`src/hdl/bre_pkg.sv`:
```
// ----------------------------------------------------------------------------
// bre_pkg
// shared types and constants for the bitmap range all-equal check
// ----------------------------------------------------------------------------
package bre_pkg;

  localparam int WORD_W      = 32;
  localparam int WIDX_W      = 6;   // word index field of a write
  localparam int BIT_W       = 12;  // bit index, length and size width
  localparam int OFF_W       = 5;   // bit position inside a word
  localparam int WORD_NUM_W  = BIT_W - OFF_W;  // word number taken from a bit index
  localparam int MAX_ADDR_W  = 12;  // enough for the deepest store

  localparam logic OP_WRITE = 1'b0;
  localparam logic OP_QUERY = 1'b1;

  typedef struct packed {
    logic                operation;
    logic [WIDX_W-1:0]   word_index;
    logic [WORD_W-1:0]   word_data;
    logic [BIT_W-1:0]    start_bit;
    logic [BIT_W-1:0]    range_length;
    logic                want_set;
  } item_t;

  typedef struct packed {
    logic answer;
    logic refused;
  } result_t;

  // store port request from the sequencer
  typedef struct packed {
    logic                  wr_en;
    logic [MAX_ADDR_W-1:0] wr_addr;
    logic [WORD_W-1:0]     wr_data;
    logic                  rd_en;
    logic [MAX_ADDR_W-1:0] rd_addr;
  } mem_req_t;

  // result handoff to the output register
  typedef struct packed {
    logic    load;
    result_t result;
  } res_xfer_t;

  typedef struct packed {
    logic clearing;
    logic busy;
  } ctrl_status_t;

  // bits at and above the first position
  function automatic logic [WORD_W-1:0] lo_mask(input logic [OFF_W-1:0] s);
    return {WORD_W{1'b1}} << s;
  endfunction

  // bits at and below the last position
  function automatic logic [WORD_W-1:0] hi_mask(input logic [OFF_W-1:0] e);
    return {WORD_W{1'b1}} >> (5'd31 - e);
  endfunction

endpackage

```
`src/hdl/bre_store.sv`:
```
// ----------------------------------------------------------------------------
// bre_store
// bitmap word memory, one write and one registered read port
// ----------------------------------------------------------------------------
module bre_store
  import bre_pkg::*;
#(
  parameter int BITMAP_WORDS = 64
) (
  input  logic              clk,
  input  mem_req_t          req,
  output logic [WORD_W-1:0] rd_data
);

  localparam int AW = (BITMAP_WORDS > 1) ? $clog2(BITMAP_WORDS) : 1;

  logic [WORD_W-1:0] mem [BITMAP_WORDS];

  always_ff @(posedge clk) begin
    if (req.wr_en) begin
      mem[req.wr_addr[AW-1:0]] <= req.wr_data;
    end
  end

  always_ff @(posedge clk) begin
    if (req.rd_en) begin
      rd_data <= mem[req.rd_addr[AW-1:0]];
    end
  end

endmodule

```
`src/hdl/bre_ctrl.sv`:
```
// ----------------------------------------------------------------------------
// bre_ctrl
// sequencer: clearing pass, word writes, range checks and word walk
// ----------------------------------------------------------------------------
module bre_ctrl
  import bre_pkg::*;
#(
  parameter int BITMAP_WORDS = 64
) (
  input  logic              clk,
  input  logic              rst,
  input  logic [BIT_W-1:0]  size_bits,
  input  logic              item_valid,
  output logic              item_stall,
  input  item_t             item,
  input  logic              out_free,
  output mem_req_t          req,
  input  logic [WORD_W-1:0] rd_data,
  output res_xfer_t         res,
  output ctrl_status_t      sts
);

  localparam int AW  = (BITMAP_WORDS > 1) ? $clog2(BITMAP_WORDS) : 1;
  localparam int CAP = BITMAP_WORDS * 32;

  typedef enum logic [3:0] {
    S_CLEAR = 4'b0001,
    S_IDLE  = 4'b0010,
    S_WALK  = 4'b0100,
    S_DONE  = 4'b1000
  } state_t;

  state_t                state;
  logic [AW-1:0]         clr_addr;
  logic [WORD_NUM_W-1:0] cur_word;
  logic [WORD_NUM_W-1:0] first_word;
  logic [WORD_NUM_W-1:0] last_word;
  logic [WORD_NUM_W-1:0] chk_word;
  logic [OFF_W-1:0]      start_off;
  logic [OFF_W-1:0]      end_off;
  logic                  want;
  logic                  issuing;
  logic                  chk_valid;
  logic                  ok;
  result_t               hold;

  logic                  accept;
  logic                  idx_in_range;
  logic [BIT_W-1:0]      usable;
  logic [BIT_W:0]        range_end;
  logic [BIT_W-1:0]      last_bit;
  logic                  refuse;
  logic [WORD_W-1:0]     mask;
  logic                  mismatch;

  assign item_stall = (state != S_IDLE);
  assign accept     = item_valid && (state == S_IDLE);

  assign idx_in_range = (32'(item.word_index) < BITMAP_WORDS);
  assign usable       = (32'(size_bits) < CAP) ? size_bits : BIT_W'(CAP);
  assign range_end    = {1'b0, item.start_bit} + {1'b0, item.range_length};
  assign last_bit     = range_end[BIT_W-1:0] - BIT_W'(1);
  assign refuse       = (item.start_bit >= usable) || (item.range_length == '0) ||
                        (range_end > {1'b0, usable});

  always_comb begin
    mask = {WORD_W{1'b1}};
    if (chk_word == first_word) begin
      mask = mask & lo_mask(start_off);
    end
    if (chk_word == last_word) begin
      mask = mask & hi_mask(end_off);
    end
  end

  // a bit differs from the wanted value
  assign mismatch = |((rd_data ^ {WORD_W{want}}) & mask);

  always_comb begin
    req.wr_en   = (state == S_CLEAR) ||
                  (accept && (item.operation == OP_WRITE) && idx_in_range);
    req.wr_addr = (state == S_CLEAR) ? MAX_ADDR_W'(clr_addr) : MAX_ADDR_W'(item.word_index);
    req.wr_data = (state == S_CLEAR) ? '0 : item.word_data;
    req.rd_en   = (state == S_WALK) && issuing;
    req.rd_addr = MAX_ADDR_W'(cur_word);
  end

  assign res.load   = (state == S_DONE) && out_free;
  assign res.result = hold;

  assign sts.clearing = (state == S_CLEAR);
  assign sts.busy     = (state == S_WALK) || (state == S_DONE);

  always_ff @(posedge clk) begin
    if (rst) begin
      state     <= S_CLEAR;
      clr_addr  <= '0;
      issuing   <= 1'b0;
      chk_valid <= 1'b0;
    end else begin
      unique case (state)
        S_CLEAR: begin
          if (clr_addr == AW'(BITMAP_WORDS - 1)) begin
            state <= S_IDLE;
          end
          clr_addr <= clr_addr + AW'(1);
        end
        S_IDLE: begin
          if (accept) begin
            if (item.operation == OP_WRITE) begin
              hold  <= '{answer: 1'b0, refused: 1'b0};
              state <= S_DONE;
            end else if (refuse) begin
              hold  <= '{answer: 1'b0, refused: 1'b1};
              state <= S_DONE;
            end else begin
              first_word <= item.start_bit[BIT_W-1:OFF_W];
              cur_word   <= item.start_bit[BIT_W-1:OFF_W];
              last_word  <= last_bit[BIT_W-1:OFF_W];
              start_off  <= item.start_bit[OFF_W-1:0];
              end_off    <= last_bit[OFF_W-1:0];
              want       <= item.want_set;
              ok         <= 1'b1;
              issuing    <= 1'b1;
              chk_valid  <= 1'b0;
              state      <= S_WALK;
            end
          end
        end
        S_WALK: begin
          // issuing is already low when the last word is checked
          chk_valid <= issuing;
          chk_word  <= cur_word;
          if (issuing) begin
            if (cur_word == last_word) begin
              issuing <= 1'b0;
            end else begin
              cur_word <= cur_word + WORD_NUM_W'(1);
            end
          end
          if (chk_valid) begin
            ok <= ok && !mismatch;
            if (chk_word == last_word) begin
              hold  <= '{answer: ok && !mismatch, refused: 1'b0};
              state <= S_DONE;
            end
          end
        end
        S_DONE: begin
          if (out_free) begin
            state <= S_IDLE;
          end
        end
        default: begin
          state <= S_IDLE;
        end
      endcase
    end
  end

endmodule

```
`src/hdl/bitmap_range_all_equal_check.sv`:
```
// ----------------------------------------------------------------------------
// bitmap_range_all_equal_check
// bitmap word store with a range test for all bits set or all bits clear
// ----------------------------------------------------------------------------
//   channel   direction  handshake                  beat
//   item      in         item_valid / item_stall    item_t (write word or query)
//   result    out        result_valid / result_stall result_t (answer, refused)
//   cfg       in         cfg_valid / cfg_ready      size_bits, 12 bits
//
// a write and a refused query go from idle straight to the done state; an accepted
// query first walks every 32-bit word the range spans;
// the walk reads one stored word per cycle through the single memory read port
// after reset a clearing pass zeroes the store, with item_stall high; cfg writes
// are taken throughout
// items are accepted while a finished result waits in the output register;
// a result that finds the output register full waits inside the sequencer
// ----------------------------------------------------------------------------
module bitmap_range_all_equal_check
  import bre_pkg::*;
#(
  parameter int BITMAP_WORDS = 64
) (
  input  logic             clk,
  input  logic             rst,
  input  logic             cfg_valid,
  output logic             cfg_ready,
  input  logic [BIT_W-1:0] cfg_data,
  input  logic             item_valid,
  output logic             item_stall,
  input  item_t            item,
  output logic             result_valid,
  input  logic             result_stall,
  output result_t          result
);

  logic [BIT_W-1:0]  size_bits;
  mem_req_t          req;
  logic [WORD_W-1:0] rd_data;
  res_xfer_t         res;
  ctrl_status_t      sts;
  logic              out_free;

  // config register, always ready
  assign cfg_ready = 1'b1;

  always_ff @(posedge clk) begin
    if (rst) begin
      size_bits <= '0;
    end else if (cfg_valid) begin
      size_bits <= cfg_data;
    end
  end

  // output register can take a new beat when empty or draining
  assign out_free = !result_valid || !result_stall;

  bre_store #(
    .BITMAP_WORDS(BITMAP_WORDS)
  ) u_store (
    .clk     (clk),
    .req     (req),
    .rd_data (rd_data)
  );

  bre_ctrl #(
    .BITMAP_WORDS(BITMAP_WORDS)
  ) u_ctrl (
    .clk        (clk),
    .rst        (rst),
    .size_bits  (size_bits),
    .item_valid (item_valid),
    .item_stall (item_stall),
    .item       (item),
    .out_free   (out_free),
    .req        (req),
    .rd_data    (rd_data),
    .res        (res),
    .sts        (sts)
  );

  // output register
  always_ff @(posedge clk) begin
    if (rst) begin
      result_valid <= 1'b0;
    end else if (res.load) begin
      result_valid <= 1'b1;
    end else if (!result_stall) begin
      result_valid <= 1'b0;
    end
  end

  always_ff @(posedge clk) begin
    if (res.load) begin
      result <= res.result;
    end
  end

  // no item gets in during the clearing pass
  a_no_accept_clear: assert property (@(posedge clk) disable iff (rst)
    sts.clearing |-> item_stall)
    else $error("item accepted during clearing pass");

  // an accepted beat always leaves work pending
  a_accept_busy: assert property (@(posedge clk) disable iff (rst)
    (item_valid && !item_stall) |=> (sts.busy || result_valid))
    else $error("accepted beat produced no pending work");

  // a result never overwrites one still waiting
  a_no_overrun: assert property (@(posedge clk) disable iff (rst)
    res.load |-> (!result_valid || !result_stall))
    else $error("output register overrun");

  // a refused query never answers true
  a_refuse_false: assert property (@(posedge clk) disable iff (rst)
    res.load && res.result.refused |-> !res.result.answer)
    else $error("refused query answered true");

endmodule
```
`config.mk`:
```
export PLATFORM = sky130hd
export DESIGN_NAME = bitmap_range_all_equal_check
export DESIGN_NICKNAME = d
export VERILOG_FILES = /design/src/hdl/bre_pkg.sv /design/src/hdl/bre_store.sv /design/src/hdl/bre_ctrl.sv /design/src/hdl/bitmap_range_all_equal_check.sv
export SDC_FILE = /design/constraint.sdc
export NUM_CORES = 2
export LEC_CHECK = 0
export ABC_AREA = 1
export BUFFER_PORTS_ARGS = -buffer_cell sky130_fd_sc_hd__buf_2
export CORE_UTILIZATION = 25
export DETAILED_ROUTE_END_ITERATION = 10
export PLACE_DENSITY = 0.44
export SLEW_MARGIN = 20
export SYNTH_ARGS = -nofsm -noshare
export SYNTH_HDL_FRONTEND = slang
export SYNTH_SLANG_ARGS = --single-unit
```
`constraint.sdc`:
```
create_clock -name clk -period 4.9 [get_ports clk]
set_clock_uncertainty 0.1 [all_clocks]
set_input_delay 0.49 -clock clk [delete_from_list [all_inputs] [get_ports clk]]
set_output_delay 0.49 -clock clk [all_outputs]
set_load 0.02 [all_outputs]
```
# Word level (Yosys, flattened, before mapping)
# Memory sizes are Yosys's and may differ from the RTL's. A register that Yosys moved wholly into a read port is not among the register bits.
# Index checks and enable logic that the tools add are counted.
# classes
n_addsub	5
n_lt_le_gt_ge	3
n_eq_ne	20
n_shift	2
muxes	41
bitwise_logic	6
n_reduce_logical	22
# op_table
operator	n
$mux 32	3
$and 32x32->32	2
$mux 7	5
$reduce_or 32->1	1
$shl 32x5->32 const A	1
$shr 32x5->32 const A	1
$xor 32x32->32	1
$mux 4	7
$eq 7x7->1	3
$pmux 4 s4	1
$ne 2x1->1 const B	7
$pmux 7 s2	1
$add 12x12->13	1
$gt 13x12->1	1
$mux 1	13
$ge 12x12->1	1
$logic_not 12->1	1
$lt 12x12->1 const B	1
$mux 12	1
$reduce_and 6->1	2
$sub 12x1->12 const B	1
$mux 2	5
$reduce_and 5->1	2
$add 7x1->7 const B	1
21 further kinds	36
# word_totals
register_bits	69
mem_bits_rw	2048
inputBits	81
output_inout_bits	5
wordCells	118
n_memories	1
# memory_table
name	words	word_bits	read_ports	rd_clocked_by_memory_dff	write_ports	line	text
u_store.mem	64	32	1	1	1	bre_store.sv:17	logic [WORD_W-1:0] mem [BITMAP_WORDS];

# Depth between registers and ports, before layout
# depth
ltp_word	11
mapped_depth	22
mapped_depth_nobuf	22

# Modules after synthesis
# Synthesis repeated with hierarchy kept, for this count alone.
# unflattened
hier_cells	7568
hier_area_um2	88866.5
# by_module_without_submodules
mod	n_inst	cells_per_inst	area_per_inst_um2
bre_store	1	6770	83059.7
bre_ctrl	1	714	5206.2
bitmap_range_all_equal_check	1	84	600.6

# Worst setup path before layout
# No wires, ideal clock.
# synth_path
path_type	input -> register
from	input port item[1] in the netlist's numbering
to	register u_ctrl.end_off[0], enable pin
setup_time_ps	407
arrival_ps	3791
required_ps	4393
setup_slack_ps	602
stages	18
n_path_buf	0
path_cell_list	ha_1 > inv_1 > fa_1 > nand3b_1 > nand2_1 > inv_1 > o21bai_1 > xor2_1 > inv_1 > ha_1 > a21oi_1 > o21a_1 > nand2_1 > nand3_1 > nand2_1 > nand2_1 > nand3_1 > nor2_1
# synth_via
elab_chain_len	5
# synth_rtl
element	line	text
start: declaration	bitmap_range_all_equal_check.sv:30	input item_t item,
$add 12x12->13 or $logic_not 12->1 (tied branches)	bre_ctrl.sv:61, bre_ctrl.sv:63	
$gt 13x12->1 or $logic_or 1x1->1 (tied branches)	bre_ctrl.sv:64, bre_ctrl.sv:63	
$logic_or 1x1->1 (*)	bre_ctrl.sv:63	assign refuse = (item.start_bit >= usable) || (item.range_length == '0) ||
$not 1->1 (no line) (*)	-	
$reduce_and 5->1 (no line) (*)	-	
end signal: assignment	bre_ctrl.sv:121	end_off <= last_bit[OFF_W-1:0];
end: declaration	bre_ctrl.sv:40	logic [OFF_W-1:0] end_off;
# Every way passes the cells marked *; elsewhere a longest branch is shown, timed or not.
# A chain may end at the register's enable or synchronous reset.

# Worst setup path in the final report
# layout_path
from	register u_ctrl.state[2]
to	memory u_store.mem[5][18], enable pin
# layout_via
elab_chain_len	6
# layout_rtl
element	line	text
start: declaration	bre_ctrl.sv:33	state_t state;
start signal: assignment	bre_ctrl.sv:96	state <= S_CLEAR;
start signal: assignment	bre_ctrl.sv:104	state <= S_IDLE;
start signal: assignment	bre_ctrl.sv:112	state <= S_DONE;
$eq 4x2->1	bre_ctrl.sv:57	assign accept = item_valid && (state == S_IDLE);
$logic_and 1x1->1	bre_ctrl.sv:57	
$logic_and 1x1->1	bre_ctrl.sv:81	(accept && (item.operation == OP_WRITE) && idx_in_range);
$logic_or 1x1->1	bre_ctrl.sv:80	req.wr_en = (state == S_CLEAR) ||
$mux 1	bre_store.sv:20	if (req.wr_en) begin
$mux 1 (not written as such)	bre_store.sv:21	mem[req.wr_addr[AW-1:0]] <= req.wr_data;
end: declaration	bre_store.sv:17	
# Several ways; a longest one is shown, not always the timed one.

==> results.json <==
{
  "outcome": "completed",
  "vias": 56544,
  "initial_core_util_pct": 25.2,
  "num-nets-final": 6961,
  "multi_input_area_mm2": 0.0204,
  "syn-num-nets": 6825,
  "numPortBuffers": 84,
  "power.switching_mw": 14.9,
  "drive_above_1_share_pct": 10.4,
  "drc_errors": 0,
  "wl_mm": 292,
  "slowest_delay_ns": 0.68,
  "rsz0062_at_grt": "no",
  "syn_area_per_cell_um2": 12.9,
  "leakage_nw": 32.2,
  "reg2reg_slack_ns": 0.77,
  "p_per_area_mw_per_mm2": 488,
  "grt_pass1_vias": 54423,
  "grt_pass1_wl_mm": 412,
  "path_cells": "nor2_1 -> nand2_1 -> clkinv_2 -> or2_2 -> o21ai_0 -> inv_1 -> nor2_1 -> nand2_1 -> nor2_4 -> buf_12",
  "critPathArrivalTime_ns": 4.61,
  "p_int_mw": 34.6,
  "period_share_pct": 84.4,
  "max-slew-margin-rel_pct": 20.9,
  "hold_viol": 0,
  "area_delta_synth_final_pct": 17.3,
  "grt_usage_pct": 16.3,
  "syn-cell-area_mm2": 0.0865,
  "min_to": "u_store.mem[19][1]",
  "hp-class": "input port to flop",
  "seq_area_frac_synth_pct": 74.3,
  "clock_path_buffers": 4,
  "p_comb_share_pct": 18.5,
  "netlist_top_cells_area": "edfxtp_1 74%, o21ai_0 6.2%, nor2_1 5.3%",
  "place_hpwl_mm": 159,
  "tns_ns": 0,
  "holdPathStages": 3,
  "grt_overflow": 0,
  "antenna_left": 0,
  "cp_slowest_cell": "nor2_4",
  "dieArea_mm2": 0.348,
  "die_w_um": 590,
  "slew_violations": 0,
  "nFillCells": 34600,
  "reg2regPathDepth": 10,
  "grt_max_degree": 192,
  "regArea_mm2": 0.0643,
  "min_from": "item[26]",
  "clk_pin_slew_ns": 0.06,
  "timing.fmax_ghz": 0.242,
  "post-route-util_pct": 29.5,
  "period_needed_ns": 4.13,
  "cts_buffers": 231,
  "seqPwrFrac_pct": 47.3,
  "start_kind": "flop",
  "peakVddDrop_mv": 0.363,
  "insertion_delay_ns": 0.90,
  "ys_types": 42,
  "path_buf_inv": 3,
  "coreArea_mm2": 0.344,
  "die-height_um": 590,
  "r2r-end": "u_store.mem[5][18]",
  "yosys.area.top_type": "edfxtp_1",
  "worstMarginPinSlew_ns": 1.19,
  "cp_max_fo": 20,
  "crit_family": "simple AND/OR/NAND/NOR gates",
  "clkPwrFrac_pct": 34.2,
  "cts_root_buffer": "clkbuf_16",
  "finalSetupViolations": 0,
  "r2r_start": "u_ctrl.state[2]",
  "drt_pass1_iterations": 8,
  "ys_ff_latch": 2149,
  "gp_congestion": 0.835,
  "maxCapViolCount": 0,
  "cts.sinks": 2149,
  "p_sw_share_pct": 30.1,
  "netlist_instances": 6704,
  "yosysWarnings": 0,
  "wl_per_cell_um": 25.2,
  "num_rows": 215,
  "cts_tree": "done",
  "yosysTopAreaCellShare_pct": 73.7,
  "critPathKind": "flop to flop",
  "endpoint_kind": "flop",
  "postCtsSetupBuffers": 0,
  "antenna_found_initial": 12,
  "post_drt_via_cell_ratio": 4.88,
  "cp.required_ns": 5.37,
  "pin_count": 86,
  "htree_levels": 4,
  "drt_iter0_drc": 5450
}
worst max path at each step:
stage | startpoint | to | slack [ns] | cells past startpoint
after floorplan | item[1] | u_ctrl.end_off[0] | 0.60 | 18
after global placement | item[13] | u_ctrl.cur_word[0] | 0.40 | 20
after detailed placement | item[13] | u_ctrl.cur_word[4] | 0.58 | 21
after CTS | u_ctrl.state[1] | u_store.mem[10][12] | 0.80 | 10
after global routing | u_ctrl.state[1] | u_store.mem[9][28] | 0.44 | 10
final | u_ctrl.state[2] | u_store.mem[5][18] | 0.77 | 10
power by group through the flow:
stage	logic, mW	clock network (mW)	registers, mW
floorplan	4.13	0	23.9
global placement	8.98	0	23.8
detailed placement	9.13	0	23.8
CTS	9.18	17.3	23.4
global route	9.77	17.9	23.5
finish	9.17	16.9	23.4
routing by layer:
metal	part of all wire, %	track usage [%]	wire [um]
met1	46	23.1	133000
met2	45	25.7	132000
met3	5.8	1.81	17000
met4	3.2	5.40	9390
met5	0	0	0
area by class of cell:
class	instances	area share [%]
Timing Repair Buffer	357	3.32
Antenna cell	11	0.0271
Tap cell	4557	5.62
Clock buffer	286	5.96
Inverter	150	0.583
Clock inverter	131	1.08
Sequential cell	2149	63.3
Multi-Input combinational cell	3951	20.1
worst register-to-register path: cells and delay by family (launching register included):
kind | cells | cell delay (ns)
compound gates | 1 | 0.34
flops | 1 | 0.37
buf+inv | 3 | 0.69
simple gates | 6 | 2.27
synthesized netlist by cell type:
library cell and count:
fa_1 1, or2_0 1, buf_6 8, nand3b_1 4, ha_1 39, conb_1 1, a221oi_1 1, o22ai_1 314
o221ai_1 198, inv_1 144, o21bai_1 4, buf_1 16, buf_4 33, o21ai_1 3, nor2_1 1231, nor3b_1 1
o21a_1 2, clkinv_1 1, or2_1 1, and3_1 4, a21oi_1 93, inv_2 5, and2_1 2, or2_2 4
xor2_1 50, nor3_1 11, a21o_1 3, nand2_1 484, edfxtp_1 2124, xnor2_1 15, nor2_4 2, nor4_1 6
nand4_1 55, nand3_1 288, o211ai_1 66, buf_2 115, o21ai_0 1064, clkbuf_1 282, o31ai_1 1, a31oi_1 1
dfxtp_1 25, o211a_1 1
sequential cells by signal, indices dropped and copies added, names as in the netlist:
name and flops:
u_store.mem 2048, u_store.rd_data 32, size_bits 12, u_ctrl.chk_word 7
u_ctrl.cur_word 7, u_ctrl.first_word 7, u_ctrl.last_word 7, u_ctrl.clr_addr 6
u_ctrl.end_off 5, u_ctrl.start_off 5, u_ctrl.state 4, result 2
u_ctrl.res 2, result_valid 1, u_ctrl.chk_valid 1, u_ctrl.issuing 1
u_ctrl.ok 1, u_ctrl.want 1
metrics by stage:
| stage | hold slack (ns) | setup WS (ns) | power (mW) | instances | area [um2] |
|---|---|---|---|---|---|
| final | 0.0360 | 0.766 | 49.5 | 11592 | 101000 |
| after global routing | 0.0274 | 0.441 | 51.1 | 11582 | 101000 |
| after CTS | 0.0134 | 0.799 | 49.9 | 11579 | 101000 |
| after detailed placement | 0.349 | 0.579 | 32.9 | 11118 | 93800 |
| after global placement | 0.355 | 0.402 | 32.8 | 11116 | 93800 |
| after floorplan | 0.300 | 0.602 | 28.0 | 6704 | 86500 |
logic make-up (layout without fill, tap and decap cells):
| logic type | Yosys count | after routing | synth area share, % |
|---|---|---|---|
| AO/OA/AOI/OAI | 1751 | 1751 | 11.7 |
| XOR/XNOR | 65 | 65 | 0.658 |
| buffers and inverters | 604 | 924 | 3.00 |
| AND/OR/NAND/NOR | 2094 | 2094 | 9.77 |
| flip-flops | 2149 | 2149 | 74.3 |
| adder cells (fa/ha/maj) | 40 | 40 | 0.587 |
| other | 1 | 12 | 0.00433 |
timing repair:
action / CTS / global route
hold endpoints to repair: 72 / 0
hold buffers: 44 / 0
resized for setup: 0 / 0
placed cells by master (no fill, tap or decap), drive strengths merged:
cell         instances
edfxtp            2124
nor2              1233
o21ai             1067
nand2              484
o22ai              314
buf                313
nand3              288
clkbuf             286
o221ai             198
inv                150
clkinv             108
a21oi               93
o211ai              66
nand4               55
xor2                50
dlygate4sd3         44
ha                  39
dfxtp               25
bufinv              18
xnor2               15
diode               11
nor3                11
nor4                 6
or2                  6
clkinvlp             5
o21bai               4
nand3b               4
and3                 4
a21o                 3
o21a                 2
and2                 2
o211a                1
a31oi                1
a221oi               1
o31ai                1
nor3b                1
fa                   1
conb                 1
(Power assumes the default switching activity.)
